## src/rtl/rpy_pkg.sv

```systemverilog
// ----------------------------------------------------------------------------
// rpy_pkg: shared constants, types and functions for the RGB pair to YUY2
// converter. Holds the BT.601 weights and the divide-by-1000 reciprocal.
// ----------------------------------------------------------------------------
package rpy_pkg;

  localparam int unsigned CHAN_W = 8;
  localparam int unsigned SUM_W  = 18;   // 1000 * 255 fits in 18 bits
  localparam int unsigned WORD_W = 32;

  localparam logic [SUM_W-1:0] LUMA_R_W = 18'd299;
  localparam logic [SUM_W-1:0] LUMA_G_W = 18'd587;
  localparam logic [SUM_W-1:0] LUMA_B_W = 18'd114;
  localparam logic [SUM_W-1:0] CB_GAIN  = 18'd564;
  localparam logic [SUM_W-1:0] CR_GAIN  = 18'd713;

  localparam logic [9:0] CHROMA_BIAS = 10'sd128;
  localparam logic [9:0] CHAN_MAX    = 10'd255;

  // floor(s / 1000) == (s * RECIP_1000) >> RECIP_SHIFT for every s below 2**18:
  // RECIP_1000 = ceil(2**28 / 1000), error term 544 * s stays below 2**28.
  localparam int unsigned RECIP_W     = 19;
  localparam int unsigned RECIP_SHIFT = 28;
  localparam logic [RECIP_W-1:0] RECIP_1000 = 19'd268436;
  localparam int unsigned PROD_W = SUM_W + RECIP_W;

  typedef struct packed {
    logic [CHAN_W-1:0] y0;
    logic [CHAN_W-1:0] y1;
    logic [CHAN_W-1:0] yy;
    logic [CHAN_W-1:0] ra;
    logic [CHAN_W-1:0] ba;
  } rpy_lum_t;

  // Weighted sum 299R + 587G + 114B.
  function automatic logic [SUM_W-1:0] luma_sum(input logic [CHAN_W-1:0] r,
                                                input logic [CHAN_W-1:0] g,
                                                input logic [CHAN_W-1:0] b);
    logic [SUM_W-1:0] pr;
    logic [SUM_W-1:0] pg;
    logic [SUM_W-1:0] pb;
    pr = LUMA_R_W * {{(SUM_W-CHAN_W){1'b0}}, r};
    pg = LUMA_G_W * {{(SUM_W-CHAN_W){1'b0}}, g};
    pb = LUMA_B_W * {{(SUM_W-CHAN_W){1'b0}}, b};
    return pr + pg + pb;
  endfunction

  // Quotient by 1000; callers keep s small enough that it fits 8 bits.
  function automatic logic [CHAN_W-1:0] div1000(input logic [SUM_W-1:0] s);
    logic [PROD_W-1:0] p;
    p = {{RECIP_W{1'b0}}, s} * {{SUM_W{1'b0}}, RECIP_1000};
    return p[RECIP_SHIFT +: CHAN_W];
  endfunction

endpackage

```

## src/rtl/rpy_if.sv

```systemverilog
// ----------------------------------------------------------------------------
// rpy_in_if / rpy_out_if: valid/ready channels of the RGB pair to YUY2
// converter. A transaction completes when valid and ready are both high.
// ----------------------------------------------------------------------------
interface rpy_in_if;
  logic       valid;
  logic       ready;
  logic [7:0] red_first;
  logic [7:0] green_first;
  logic [7:0] blue_first;
  logic [7:0] red_second;
  logic [7:0] green_second;
  logic [7:0] blue_second;

  modport source (output valid, red_first, green_first, blue_first,
                  red_second, green_second, blue_second, input ready);
  modport sink   (input valid, red_first, green_first, blue_first,
                  red_second, green_second, blue_second, output ready);
endinterface

interface rpy_out_if;
  logic        valid;
  logic        ready;
  logic [31:0] packed_word;

  modport source (output valid, packed_word, input ready);
  modport sink   (input valid, packed_word, output ready);
endinterface

```

## src/rtl/rpy_luma.sv

```systemverilog
// ----------------------------------------------------------------------------
// rpy_luma: first two pipeline stages. Forms the three weighted sums (both
// pixels and their average), then divides each by 1000 to get luma.
// ----------------------------------------------------------------------------
module rpy_luma (
  input  logic                        clk,
  input  logic                        rst_n,
  input  logic                        adv,
  input  logic                        in_vld,
  input  logic [rpy_pkg::CHAN_W-1:0]  r0,
  input  logic [rpy_pkg::CHAN_W-1:0]  g0,
  input  logic [rpy_pkg::CHAN_W-1:0]  b0,
  input  logic [rpy_pkg::CHAN_W-1:0]  r1,
  input  logic [rpy_pkg::CHAN_W-1:0]  g1,
  input  logic [rpy_pkg::CHAN_W-1:0]  b1,
  output logic                        out_vld,
  output rpy_pkg::rpy_lum_t           lum
);
  import rpy_pkg::*;

  logic [CHAN_W:0]   r_pair;
  logic [CHAN_W:0]   g_pair;
  logic [CHAN_W:0]   b_pair;
  logic [CHAN_W-1:0] ra;
  logic [CHAN_W-1:0] ga;
  logic [CHAN_W-1:0] ba;

  logic              s1_vld_r;
  logic [SUM_W-1:0]  s1_sum0_r;
  logic [SUM_W-1:0]  s1_sum1_r;
  logic [SUM_W-1:0]  s1_suma_r;
  logic [CHAN_W-1:0] s1_ra_r;
  logic [CHAN_W-1:0] s1_ba_r;

  logic              s2_vld_r;
  rpy_lum_t          s2_lum_r;

  // Channel averages, halved and truncated.
  assign r_pair = {1'b0, r0} + {1'b0, r1};
  assign g_pair = {1'b0, g0} + {1'b0, g1};
  assign b_pair = {1'b0, b0} + {1'b0, b1};
  assign ra = r_pair[CHAN_W:1];
  assign ga = g_pair[CHAN_W:1];
  assign ba = b_pair[CHAN_W:1];

  always_ff @(posedge clk) begin
    if (!rst_n) begin
      s1_vld_r <= 1'b0;
      s2_vld_r <= 1'b0;
    end else if (adv) begin
      s1_vld_r <= in_vld;
      s2_vld_r <= s1_vld_r;
    end
  end

  always_ff @(posedge clk) begin
    if (adv) begin
      s1_sum0_r   <= luma_sum(r0, g0, b0);
      s1_sum1_r   <= luma_sum(r1, g1, b1);
      s1_suma_r   <= luma_sum(ra, ga, ba);
      s1_ra_r     <= ra;
      s1_ba_r     <= ba;
      s2_lum_r.y0 <= div1000(s1_sum0_r);
      s2_lum_r.y1 <= div1000(s1_sum1_r);
      s2_lum_r.yy <= div1000(s1_suma_r);
      s2_lum_r.ra <= s1_ra_r;
      s2_lum_r.ba <= s1_ba_r;
    end
  end

  assign out_vld = s2_vld_r;
  assign lum     = s2_lum_r;

endmodule

```

## src/rtl/rpy_chroma.sv

```systemverilog
// ----------------------------------------------------------------------------
// rpy_chroma: last three pipeline stages. Scales the color differences,
// divides by 1000 toward zero, biases, clamps and packs the YUY2 word.
// ----------------------------------------------------------------------------
module rpy_chroma (
  input  logic                        clk,
  input  logic                        rst_n,
  input  logic                        adv,
  input  logic                        in_vld,
  input  rpy_pkg::rpy_lum_t           lum,
  output logic                        out_vld,
  output logic [rpy_pkg::WORD_W-1:0]  packed_word
);
  import rpy_pkg::*;

  logic [CHAN_W:0]   cb_diff;
  logic [CHAN_W:0]   cr_diff;
  logic [CHAN_W:0]   cb_abs;
  logic [CHAN_W:0]   cr_abs;

  logic              s3_vld_r;
  logic [SUM_W-1:0]  s3_cb_prod_r;
  logic [SUM_W-1:0]  s3_cr_prod_r;
  logic              s3_cb_neg_r;
  logic              s3_cr_neg_r;
  logic [CHAN_W-1:0] s3_y0_r;
  logic [CHAN_W-1:0] s3_y1_r;

  logic              s4_vld_r;
  logic [CHAN_W-1:0] s4_cb_q_r;
  logic [CHAN_W-1:0] s4_cr_q_r;
  logic              s4_cb_neg_r;
  logic              s4_cr_neg_r;
  logic [CHAN_W-1:0] s4_y0_r;
  logic [CHAN_W-1:0] s4_y1_r;

  logic [9:0]        cb_val;
  logic [9:0]        cr_val;
  logic [CHAN_W-1:0] cb_clip;
  logic [CHAN_W-1:0] cr_clip;

  logic              s5_vld_r;
  logic [WORD_W-1:0] s5_word_r;

  // Work on magnitudes so the divide truncates toward zero.
  assign cb_diff = {1'b0, lum.ba} - {1'b0, lum.yy};
  assign cr_diff = {1'b0, lum.ra} - {1'b0, lum.yy};
  assign cb_abs  = cb_diff[CHAN_W] ? -cb_diff : cb_diff;
  assign cr_abs  = cr_diff[CHAN_W] ? -cr_diff : cr_diff;

  // Bias, then clamp to 0..255 (10-bit two's complement).
  assign cb_val = s4_cb_neg_r ? CHROMA_BIAS - {2'b00, s4_cb_q_r}
                              : CHROMA_BIAS + {2'b00, s4_cb_q_r};
  assign cr_val = s4_cr_neg_r ? CHROMA_BIAS - {2'b00, s4_cr_q_r}
                              : CHROMA_BIAS + {2'b00, s4_cr_q_r};

  always_comb begin
    priority if (cb_val[9]) begin
      cb_clip = '0;
    end else if (cb_val > CHAN_MAX) begin
      cb_clip = '1;
    end else begin
      cb_clip = cb_val[CHAN_W-1:0];
    end
    priority if (cr_val[9]) begin
      cr_clip = '0;
    end else if (cr_val > CHAN_MAX) begin
      cr_clip = '1;
    end else begin
      cr_clip = cr_val[CHAN_W-1:0];
    end
  end

  always_ff @(posedge clk) begin
    if (!rst_n) begin
      s3_vld_r <= 1'b0;
      s4_vld_r <= 1'b0;
      s5_vld_r <= 1'b0;
    end else if (adv) begin
      s3_vld_r <= in_vld;
      s4_vld_r <= s3_vld_r;
      s5_vld_r <= s4_vld_r;
    end
  end

  always_ff @(posedge clk) begin
    if (adv) begin
      s3_cb_prod_r <= CB_GAIN * {{(SUM_W-CHAN_W-1){1'b0}}, cb_abs};
      s3_cr_prod_r <= CR_GAIN * {{(SUM_W-CHAN_W-1){1'b0}}, cr_abs};
      s3_cb_neg_r  <= cb_diff[CHAN_W];
      s3_cr_neg_r  <= cr_diff[CHAN_W];
      s3_y0_r      <= lum.y0;
      s3_y1_r      <= lum.y1;

      s4_cb_q_r    <= div1000(s3_cb_prod_r);
      s4_cr_q_r    <= div1000(s3_cr_prod_r);
      s4_cb_neg_r  <= s3_cb_neg_r;
      s4_cr_neg_r  <= s3_cr_neg_r;
      s4_y0_r      <= s3_y0_r;
      s4_y1_r      <= s3_y1_r;

      s5_word_r    <= {s4_y0_r, cb_clip, s4_y1_r, cr_clip};
    end
  end

  assign out_vld     = s5_vld_r;
  assign packed_word = s5_word_r;

endmodule

```

## src/rtl/rgb_pair_to_yuy2.sv

```systemverilog
// ----------------------------------------------------------------------------
// rgb_pair_to_yuy2: RGB pixel pair to packed BT.601 YUY2 word.
// Takes one pair of adjacent 8-bit RGB pixels per clock cycle while not
// stalled and returns {Y0, Cb, Y1, Cr} through a five-stage pipeline
// (weighted sums, luma divide, chroma scale, chroma divide, bias/clamp/pack).
// Every stage holds when the output register is full and not being taken, so
// in_ch.ready follows out_ch.ready in the same cycle; with the output side
// always ready the block sustains one transaction per cycle.
// ----------------------------------------------------------------------------
module rgb_pair_to_yuy2 (
  input  logic  clk,
  input  logic  rst_n,
  rpy_in_if.sink    in_ch,
  rpy_out_if.source out_ch
);
  import rpy_pkg::*;

  logic     adv;
  logic     lum_vld;
  rpy_lum_t lum;
  logic     out_vld;

  // Advance the whole pipeline unless a finished word is stuck at the output.
  assign adv         = !out_vld || out_ch.ready;
  assign in_ch.ready = adv;

  rpy_luma u_luma (
    .clk     (clk),
    .rst_n   (rst_n),
    .adv     (adv),
    .in_vld  (in_ch.valid),
    .r0      (in_ch.red_first),
    .g0      (in_ch.green_first),
    .b0      (in_ch.blue_first),
    .r1      (in_ch.red_second),
    .g1      (in_ch.green_second),
    .b1      (in_ch.blue_second),
    .out_vld (lum_vld),
    .lum     (lum)
  );

  rpy_chroma u_chroma (
    .clk         (clk),
    .rst_n       (rst_n),
    .adv         (adv),
    .in_vld      (lum_vld),
    .lum         (lum),
    .out_vld     (out_vld),
    .packed_word (out_ch.packed_word)
  );

  assign out_ch.valid = out_vld;

endmodule

```

## src/flat_wrapper.sv

```systemverilog
// flat-port wrapper written by rule: the top's interface ports become plain ports
module rgb_pair_to_yuy2_flat import rpy_pkg::*;
  (clk, rst_n, in_ch_valid, in_ch_red_first, in_ch_green_first, in_ch_blue_first, in_ch_red_second, in_ch_green_second, in_ch_blue_second, in_ch_ready, out_ch_valid, out_ch_packed_word, out_ch_ready);
  rpy_in_if in_ch_i ();
  rpy_out_if out_ch_i ();
  input  logic clk;
  input  logic rst_n;
  input wire logic [$bits(in_ch_i.valid)-1:0] in_ch_valid;
  input wire logic [$bits(in_ch_i.red_first)-1:0] in_ch_red_first;
  input wire logic [$bits(in_ch_i.green_first)-1:0] in_ch_green_first;
  input wire logic [$bits(in_ch_i.blue_first)-1:0] in_ch_blue_first;
  input wire logic [$bits(in_ch_i.red_second)-1:0] in_ch_red_second;
  input wire logic [$bits(in_ch_i.green_second)-1:0] in_ch_green_second;
  input wire logic [$bits(in_ch_i.blue_second)-1:0] in_ch_blue_second;
  output wire logic [$bits(in_ch_i.ready)-1:0] in_ch_ready;
  output wire logic [$bits(out_ch_i.valid)-1:0] out_ch_valid;
  output wire logic [$bits(out_ch_i.packed_word)-1:0] out_ch_packed_word;
  input wire logic [$bits(out_ch_i.ready)-1:0] out_ch_ready;
  assign in_ch_i.valid = in_ch_valid;
  assign in_ch_i.red_first = in_ch_red_first;
  assign in_ch_i.green_first = in_ch_green_first;
  assign in_ch_i.blue_first = in_ch_blue_first;
  assign in_ch_i.red_second = in_ch_red_second;
  assign in_ch_i.green_second = in_ch_green_second;
  assign in_ch_i.blue_second = in_ch_blue_second;
  assign in_ch_ready = in_ch_i.ready;
  assign out_ch_valid = out_ch_i.valid;
  assign out_ch_packed_word = out_ch_i.packed_word;
  assign out_ch_i.ready = out_ch_ready;
  rgb_pair_to_yuy2 u_core (.clk(clk), .rst_n(rst_n), .in_ch(in_ch_i), .out_ch(out_ch_i));
endmodule
```

## config.mk

```make
export PLATFORM = sky130hd
export DESIGN_NAME = rgb_pair_to_yuy2_flat
export DESIGN_NICKNAME = d
export VERILOG_FILES = /design/src/rtl/rpy_pkg.sv /design/src/rtl/rpy_if.sv /design/src/rtl/rpy_luma.sv /design/src/rtl/rpy_chroma.sv /design/src/rtl/rgb_pair_to_yuy2.sv /design/src/flat_wrapper.sv
export SDC_FILE = /design/constraint.sdc
export NUM_CORES = 2
export LEC_CHECK = 0
export BUFFER_PORTS_ARGS = -buffer_cell sky130_fd_sc_hd__buf_2
export CORE_MARGIN = 4
export CORE_UTILIZATION = 40
export DETAILED_ROUTE_END_ITERATION = 6
export GPL_TIMING_DRIVEN = 0
export HOLD_SLACK_MARGIN = 0.08
export SYNTH_ARGS = -nofsm -noshare
export SYNTH_HDL_FRONTEND = slang
export SYNTH_SLANG_ARGS = --single-unit
```

## constraint.sdc

```tcl
create_clock -name clk -period 18.5 [get_ports clk]
set_clock_uncertainty 0.15 [all_clocks]
set_input_delay 0.925 -clock clk [delete_from_list [all_inputs] [get_ports clk]]
set_output_delay 0.925 -clock clk [all_outputs]
set_load 0.005 [all_outputs]
```

==> impl_metrics.py <==
metrics = {
    "drt": {
        "drt_first_pass_iters": 5,
        "ant_nets": 0,
        "wirelength_mm": 74.7,
        "vias": 25100,
        "wl_per_cell_um": 14.3,
        "vias_per_cell": 4.80,
        "drt_iter0_markers": 770,
        "drc_errors": 0,
    },
    "sta": {
        "timing.setup.tns_ns": 0,
        "finalMaxSlewViolations": 0,
        "finalHoldViolations": 0,
        "hold_ws_ns": 0.258,
        "timing.final.ws_setup_ns": 10.45,
        "setup_violations": 0,
        "layout_min_cycle_time_ns": 8.05,
        "grt_setup_unrepaired": "no",
        "slew-limit-headroom_pct": 35.1,
        "tightest_slew_ns": 0.970,
        "max_freq_mhz": 124,
        "min_period_over_period_pct": 43.5,
    },
    "setup_path": {
        "crit_type": "in -> reg",
        "cp.arrival_ns": 8.23,
        "path_max_fanout": 6,
        "critical_path.max_stage_delay_ns": 0.59,
        "cp_common_cell": "inv_1",
        "end_kind": "flop",
        "path_delay_family": "adder cells",
        "crit_buf_inv": 8,
        "crit_path_start_kind": "input port",
        "cp_slowest_cell": "fa_1",
        "worstPathRequired_ns": 18.67,
    },
    "place": {
        "pre_cts_slack_ns": 9.83,
        "portBuffers": 85,
        "dp_hpwl_mm": 64.7,
        "dpl_cell_area_um2": 42500,
        "finalWeightedCongestion": 0.818,
    },
    "grt": {
        "gr-total-overflow": 0,
        "grt_pass1_vias": 26600,
        "grt_max_degree": 72,
        "grt_pass1_wl_mm": 129,
        "antenna_found_initial": 2,
        "grt_use_total_pct": 14.7,
    },
    "cts": {
        "path_clk_slew_ns": 0.06,
        "worstSkewPairLatency_ns": 0.59,
        "clkSinkCount": 233,
        "post-cts-setup-buffer-count": 0,
        "cts_inserted_buffers": 31,
        "cts_resized": 0,
        "cts_max_path_buffers": 3,
        "cts_tree": "yes",
        "htree_levels": 1,
        "ctsHoldBuffers": 0,
        "root_buffer": "clkbuf_16",
    },
    "floorplanning": {
        "rows": 116,
        "dieHeight_um": 326,
        "core_um2": 100000,
        "die_w_um": 326,
        "pin_count": 86,
        "start_util_pct": 40.3,
        "die-area_um2": 106000,
    },
    "synthesis": {
        "synth_cells": 3790,
        "syn_avg_cell_area_um2": 10.6,
        "synth_top_area_share_pct": 35.6,
        "ys_ff_latch": 233,
        "yosys-top-cells-area": "ha_1, fa_1, edfxtp_1, inv_1, xnor2_1",
        "synth_area_leader_cell": "ha_1",
        "ys_seq_area_share_pct": 17.2,
        "synth_warnings": 0,
        "async_flop_share_pct": 0,
        "synth-edff-count": 228,
        "netlist_area_um2": 40400,
        "syn-num-nets": 5454,
        "synthDistinctLibCells": 65,
        "synth-main-ff-cell": "edfxtp_1",
    },
    "job": {
        "maxCapViolCount": 0,
    },
    "hold_path": {
        "min_path_type": "reg -> reg",
    },
    "finish": {
        "design_area_um2": 43600,
        "layout.nets": 5576,
        "area_growth_pct": 7.98,
        "drive_gt1_share_pct": 4.04,
    },
    "status": {
        "outcome": "finished, final reports clean",
    },
}
-- state kept, by name, summed over array words and instances, names as in the netlist, 16 cells and up --
signal / count
u_core.u_chroma.s3_cr_prod_r: 18
u_core.u_luma.s1_suma_r: 18
u_core.u_luma.s1_sum0_r: 18
u_core.u_chroma.s3_cb_prod_r: 16
u_core.u_chroma.packed_word: 32
u_core.u_luma.s1_sum1_r: 18
u_core.u_luma.lum: 40
-- logic make-up (layout without fill, tap and decap cells) --
family	count (synthesis)	in the layout	synth area share [%]
compound gates	435	435	6.99
xor+xnor	161	161	3.53
fa+ha+maj	1614	1614	58.6
buf+inv	999	1145	9.29
flops	233	233	17.2
mux	3	3	0.0744
other cells	0	1	0
simple gates	345	345	4.26
-- placed cells by master (no fill, tap or decap), types with 7 or more instances in the layout --
master     count
a31oi_1       15
clkbuf_16     31
nand2b_1      17
o311ai_0       7
o21ai_1        7
a21oi_1      135
buf_2         85
xnor2_1      122
or3_1         12
or2_2          7
nor4_1         8
edfxtp_1     228
o211ai_1       9
o21ai_0       62
fa_1         463
clkbuf_1       9
a21boi_0       9
and3_1        12
xor2_1        38
nand2_1       68
nor3_1        27
nand3_1       30
o21bai_1      31
o21a_1        22
ha_1        1149
a211oi_1      17
nor2b_1       27
inv_1        993
nand4_1       11
nor2_1       100
a21o_1        62
-- synthesized netlist by cell type, drive strengths merged (4+ instances only) --
cell	n
ha	1149
inv	993
fa	463
edfxtp	228
a21oi	135
xnor2	122
nor2	100
o21ai	70
nand2	68
a21o	62
xor2	38
o21bai	31
nand3	30
nor2b	27
nor3	27
o21a	22
a211oi	17
nand2b	17
a31oi	15
and3	12
or3	12
a21boi	11
nand4	11
nor4	9
o211ai	9
and2	7
o311ai	7
or2	7
a31o	6
and4	6
clkbuf	6
o2111ai	6
o31ai	6
a2111oi	5
a221oi	5
dfxtp	5
o31a	5
nand4b	4
o22ai	4
or4	4
-- metal layers --
metal	wire (µm)	vias to the layer above	global-route usage [%]
met5	0	-	0
met4	1120	0	2.39
met3	1710	65	1.26
met2	35600	193	25.8
met1	36200	12100	20.1
li1	-	12800	-
-- area by class of cell --
cell class / instances / area, µm²
Fill cell: 9515 / 56600
Multi-Input combinational cell: 2558 / 29700
Sequential cell: 233 / 6950
Inverter: 993 / 3730
Tap cell: 1298 / 1620
Clock buffer: 35 / 791
Timing Repair Buffer: 89 / 528
Clock inverter: 22 / 270
Buffer: 6 / 26.3
Antenna cell: 1 / 2.50
-- through the flow --
stage,std cells,util (%)
4_1_cts,5234,43.5
6_report,5235,43.5
2_1_floorplan,3790,-
3_3_place_gp,5173,42.3
5_1_grt,5235,43.5
3_5_place_dp,5177,42.4
-- final timing paths --
check,start,end,slack [ns],depth (start not counted)
worst min register to register,u_core.u_luma.lum[26]$_DFFE_PP_,u_core.u_chroma.s3_y1_r[2]$_DFFE_PP_,0.26,0
worst max register to register,u_core.u_luma.lum[8]$_DFFE_PP_,u_core.u_chroma.s3_cr_prod_r[17]$_DFFE_PP_,11.54,24
worst min-delay path,u_core.u_luma.lum[26]$_DFFE_PP_,u_core.u_chroma.s3_y1_r[2]$_DFFE_PP_,0.26,0
worst max-delay path,in_ch_blue_first[1],u_core.u_luma.s1_suma_r[17]$_DFFE_PP_,10.45,31
Power is left out: the tool's default activity adds up to more than one toggle a clock period on the data nets, which glitch-free logic cannot reach.
